--- src/rtl/core/dhds_pkg.sv ---
package dhds_pkg;

    localparam int MAX_RAW_WIDTH = 1024;
    localparam int ADDR_W        = $clog2(MAX_RAW_WIDTH);
    localparam int COL_W         = $clog2(MAX_RAW_WIDTH + 1);
    localparam int CFGW_W        = 11;
    localparam int CW_W          = (COL_W > CFGW_W) ? COL_W : CFGW_W;
    localparam int ROW_W         = 13;
    localparam int CMP_W         = (ADDR_W > ROW_W) ? ADDR_W : ROW_W;
    localparam int DEPTH_W       = 16;
    localparam int SUM_W         = DEPTH_W + 2;
    localparam int DEC_W         = 4;
    localparam int OUT_W         = 10;
    localparam int RECIP_SHIFT   = 20;
    localparam int RECIP_W       = 21;
    localparam int STEP_W        = $clog2(DEPTH_W);

    localparam logic [ROW_W-1:0] RAW_ROW_MAX = {ROW_W{1'b1}};
    localparam logic [OUT_W-1:0] OUT_MAX     = OUT_W'(512);

    localparam int CFG_IDX_W = 3;
    localparam logic [CFG_IDX_W-1:0] CFG_RAW_WIDTH     = 3'd0;
    localparam logic [CFG_IDX_W-1:0] CFG_DECIMATION    = 3'd1;
    localparam logic [CFG_IDX_W-1:0] CFG_OUT_WIDTH     = 3'd2;
    localparam logic [CFG_IDX_W-1:0] CFG_OUT_HEIGHT    = 3'd3;
    localparam logic [CFG_IDX_W-1:0] CFG_DEPTH_DIVISOR = 3'd4;

    typedef struct packed {
        logic [15:0] depth_sample;
        logic        frame_start;
    } in_item_t;

    typedef struct packed {
        logic [8:0] out_col;
        logic [8:0] out_row;
        logic [7:0] high_byte;
        logic [7:0] low_byte;
        logic       frame_done;
    } out_item_t;

    typedef enum logic [2:0] {
        ST_IDLE,
        ST_FETCH,
        ST_QUOT,
        ST_CHECK,
        ST_DIV,
        ST_OUT
    } state_t;

    typedef struct packed {
        logic accept;
        logic fetch;
        logic quot;
        logic div_start;
        logic load_out;
    } ctrl_cmd_t;

    typedef struct packed {
        logic produce;
        logic div_done;
        logic out_free;
    } dp_status_t;

    // ceil(2^20 / d); exact floor division for the operand ranges used here
    function automatic logic [RECIP_W-1:0] recip(input logic [DEC_W-1:0] d);
        logic [RECIP_W-1:0] r;
        case (d)
            4'd2:    r = 21'd524288;
            4'd3:    r = 21'd349526;
            4'd4:    r = 21'd262144;
            4'd5:    r = 21'd209716;
            4'd6:    r = 21'd174763;
            4'd7:    r = 21'd149797;
            4'd8:    r = 21'd131072;
            4'd9:    r = 21'd116509;
            4'd10:   r = 21'd104858;
            4'd11:   r = 21'd95326;
            4'd12:   r = 21'd87382;
            4'd13:   r = 21'd80660;
            4'd14:   r = 21'd74899;
            4'd15:   r = 21'd69906;
            default: r = 21'd1048576;
        endcase
        return r;
    endfunction

endpackage

--- src/rtl/core/dhds_ctrl.sv ---
module dhds_ctrl (
    input  logic                 aclk,
    input  logic                 aresetn,
    input  logic                 s_valid,
    output logic                 s_ready,
    input  dhds_pkg::dp_status_t status,
    output dhds_pkg::ctrl_cmd_t  cmd
);
    import dhds_pkg::*;

    state_t state_reg;
    state_t state_next;

    always_ff @(posedge aclk) begin
        if (!aresetn) begin
            state_reg <= ST_IDLE;
        end else begin
            state_reg <= state_next;
        end
    end

    always_comb begin
        state_next = state_reg;
        cmd        = '0;
        s_ready    = 1'b0;
        case (state_reg)
            ST_IDLE: begin
                s_ready    = 1'b1;
                cmd.accept = s_valid;
                if (s_valid) begin
                    state_next = ST_FETCH;
                end
            end
            ST_FETCH: begin
                cmd.fetch  = 1'b1;
                state_next = ST_QUOT;
            end
            ST_QUOT: begin
                cmd.quot   = 1'b1;
                state_next = ST_CHECK;
            end
            ST_CHECK: begin
                if (status.produce) begin
                    cmd.div_start = 1'b1;
                    state_next    = ST_DIV;
                end else begin
                    state_next = ST_IDLE;
                end
            end
            ST_DIV: begin
                if (status.div_done) begin
                    state_next = ST_OUT;
                end
            end
            ST_OUT: begin
                // wait for the result register to drain
                if (status.out_free) begin
                    cmd.load_out = 1'b1;
                    state_next   = ST_IDLE;
                end
            end
            default: begin
                state_next = ST_IDLE;
            end
        endcase
    end

endmodule
--- config.mk ---
export PLATFORM = sky130hd
export DESIGN_NAME = dhds_ctrl
export DESIGN_NICKNAME = d
export VERILOG_FILES = /design/src/rtl/core/dhds_pkg.sv /design/src/rtl/core/dhds_ctrl.sv
export SDC_FILE = /design/constraint.sdc
export NUM_CORES = 1
export LEC_CHECK = 0
export BUFFER_PORTS_ARGS = -buffer_cell sky130_fd_sc_hd__buf_2
export CORE_AREA = 2 2 39 41
export CTS_BUF_LIST = sky130_fd_sc_hd__clkbuf_16
export CTS_CLUSTER_DIAMETER = 40
export CTS_CLUSTER_SIZE = 8
export DETAILED_ROUTE_END_ITERATION = 10
export DIE_AREA = 0 0 41 43
export PLACE_DENSITY_LB_ADDON = 0.25
export SLEW_MARGIN = 15
export SYNTH_ARGS = -nofsm -noshare
export SYNTH_HDL_FRONTEND = slang
export SYNTH_SLANG_ARGS = --single-unit
--- constraint.sdc ---
create_clock -name aclk -period 2.8 [get_ports aclk]
set_clock_uncertainty 0.15 [all_clocks]
set_input_delay 0.28 -clock aclk [delete_from_list [all_inputs] [get_ports aclk]]
set_output_delay 0.28 -clock aclk [all_outputs]
set_load 0.1 [all_outputs]
==> results.yml <==
outcome:
  status: "finished clean"
timing:
  setup_tns_ns: 0
  tightestPinTransition_ns: 0.5214
  postLayoutSetupSlackWorst_ns: 0.7704
  period_minus_slack_ns: 2.030
  final_max_slew_viol_count: 0
  period_share_pct: 72.49
  final_hold_viol_count: 0
  hold_ws_ns: 0.1629
  final-setup-viol-count: 0
  max_freq_mhz: 492.7
  relSlewSlack_pct: 65.19
  rsz0062_at_grt: "no"
routing:
  dr_total_vias: 226
  drc: 0
  dr.first_iter.drc_count: 3
  dr.pass1.iters: 2
  vias_per_cell: 4.109
  drt-total-wl_um: 558
  ant_nets: 0
  wl_per_cell_um: 10.15
worst_setup_path:
  start_kind: "register"
  reg2reg_depth: 3
  critPathCaptureType: "output pin"
  cp.required_ns: 2.37
  cp.arrival_ns: 1.60
  worst-path-max-fanout: 9
  worstSetupPathType: "reg -> out"
global_routing:
  grt_pass1_wl_um: 903
  grt_overflow: 0
  antenna_found_initial: 0
  grt_use_total_pct: 8.225
  grt_pass1_vias: 227
  grt_max_degree: 12
pwr:
  power_density_mw_per_mm2: 1439
  p_clk_share_pct: 38.7
  p_comb_share_pct: 44.3
  internal-power_mw: 0.3020
  seqPwrFrac_pct: 17.0
  switching_share_pct: 47.58
  p_leak_nw: 0.1840
  p_total_mw: 0.5762
  netSwitchingPower_mw: 0.2742
  vdd_drop_max_mv: 0.3832
cells_and_area:
  final_nets: 46
  num_antenna_cells: 0
  area_growth_pct: 48.84
  stdcell_area_um2: 400.4
  post-route-util_pct: 28.93
  stdcell_count: 55
  drive_gt1_share_pct: 53.85
  fillers: 154
  largest_register_ffs: 3
synth:
  seq_area_frac_synth_pct: 22.33
  synth_warnings: 0
  syn_area_per_cell_um2: 9.963
  ys_seq_elements: 3
  synth_cell_types: 21
  synth.cell_area_um2: 269.0
  synth_nets: 33
  synthCells: 27
floorplanning:
  io_pins: 12
  die_w_um: 41
  rows: 14
  die_h_um: 43
  die-area_mm2: 0.001763
  start_util_pct: 19.44
  core_mm2: 0.001384
cts:
  numClockSinks: 3
  cts_tree: "yes"
  htreeDepth: 1
  cts_hold_repair.buffers: 0
  path_clk_slew_ns: 0.03
  cts_resized: 0
  cts_setup_buffers: 0
  clk_path_buf_depth: 2
  clk_latency_ns: 0.22
  ctsRootBufferMaster: "clkbuf_16"
  cts_inserted_buffers: 3
placement:
  dp_slack_ns: 1.015
  portBuffers: 11
  dpl.cell_count: 51
  gp_congestion: 0.6601
  placed_area_um2: 321.6
worst_hold_path:
  min_path_cells: 3
  min_path_type: "in -> reg"
run:
  drv_cap: 0
[cells in the final DEF (no fill, tap or decap), drive strengths merged, types with 2 or more instances in the layout]
cell | Yosys | routed
nand2 | 2 | 2
buf | 3 | 11
inv | 1 | 2
nor3 | 2 | 2
a21oi | 2 | 2
clkbuf | 0 | 3
dfxtp | 3 | 3
[area by class of cell]
class	instances	area, um^2	share of cell area [%]
Clock buffer	3	75.07	18.75
Clock inverter	1	3.754	0.9375
Inverter	1	3.754	0.9375
Multi-Input combinational cell	20	182.7	45.62
Sequential cell	3	60.06	15.00
Tap cell	16	20.02	5.000
Timing Repair Buffer	11	55.05	13.75
[cells by family after synthesis]
logic type / count (synthesis) / share of synthesized area [%]
AO/OA/AOI/OAI: 5 / 24.19
XOR/XNOR: 1 / 3.256
buffers and inverters: 4 / 13.95
flip-flops: 3 / 22.33
multiplexers: 1 / 3.721
AND/OR/NAND/NOR: 13 / 32.56
[Yosys cell counts]
library cell / number / area share (%)
dfxtp_1: 3 / 22
o41ai_4: 1 / 10
inv_1: 1 / 1.4
nor3_1: 1 / 1.9
and3_1: 1 / 2.3
and2_1: 1 / 2.3
a31oi_2: 1 / 4.7
nand2b_1: 1 / 2.3
nand3b_1: 1 / 2.8
and2b_1: 1 / 2.8
and4b_4: 1 / 5.1
buf_6: 3 / 13
nor2b_1: 1 / 2.3
nor2_1: 1 / 1.4
xnor2_1: 1 / 3.3
a21oi_2: 2 / 6.5
a21o_1: 1 / 2.8
nand2_1: 2 / 2.8
nor3_2: 1 / 3.7
mux2i_1: 1 / 3.7
nor3b_1: 1 / 2.8
[power groups by stage]
stage          Clock (mW)  Combinational [mW]  Sequential, mW
6_report            0.223               0.255          0.0977
5_1_grt             0.234               0.269           0.103
4_1_cts             0.227               0.258          0.0988
3_5_place_dp            0               0.258          0.0987
3_3_place_gp            0               0.258          0.0989
2_1_floorplan           0               0.285          0.0601
[path summary, 6_finish.rpt]
kind	slack, ns	from	endpoint
setup reg to reg	1.39	state_reg[2]$_SDFFE_PN0P_	state_reg[2]$_SDFFE_PN0P_
hold / removal	0.16	aresetn	state_reg[0]$_SDFFE_PN0P_
setup / recovery	0.77	state_reg[0]$_SDFFE_PN0P_	cmd[0]
hold reg to reg	0.55	state_reg[1]$_SDFFE_PN0P_	state_reg[1]$_SDFFE_PN0P_
[critical path, stage by stage (launching register included)]
cell	delay, ns
dfxtp_1	0.59
and2b_1	0.22
and3_1	0.15
buf_2	0.42
[metal layers]
| layer | part of all wire [%] | vias to the layer above | wire length, um | track usage [%] |
|---|---|---|---|---|
| li1 | - | 119 | - | - |
| met1 | 49 | 98 | 271 | 10.26 |
| met2 | 44 | 9 | 245 | 10.00 |
| met3 | 7.2 | 0 | 40 | 3.141 |
| met4 | 0 | 0 | 0 | 8.000 |
| met5 | 0 | - | 0 | 0 |
Power figures use the tool's default switching activity.
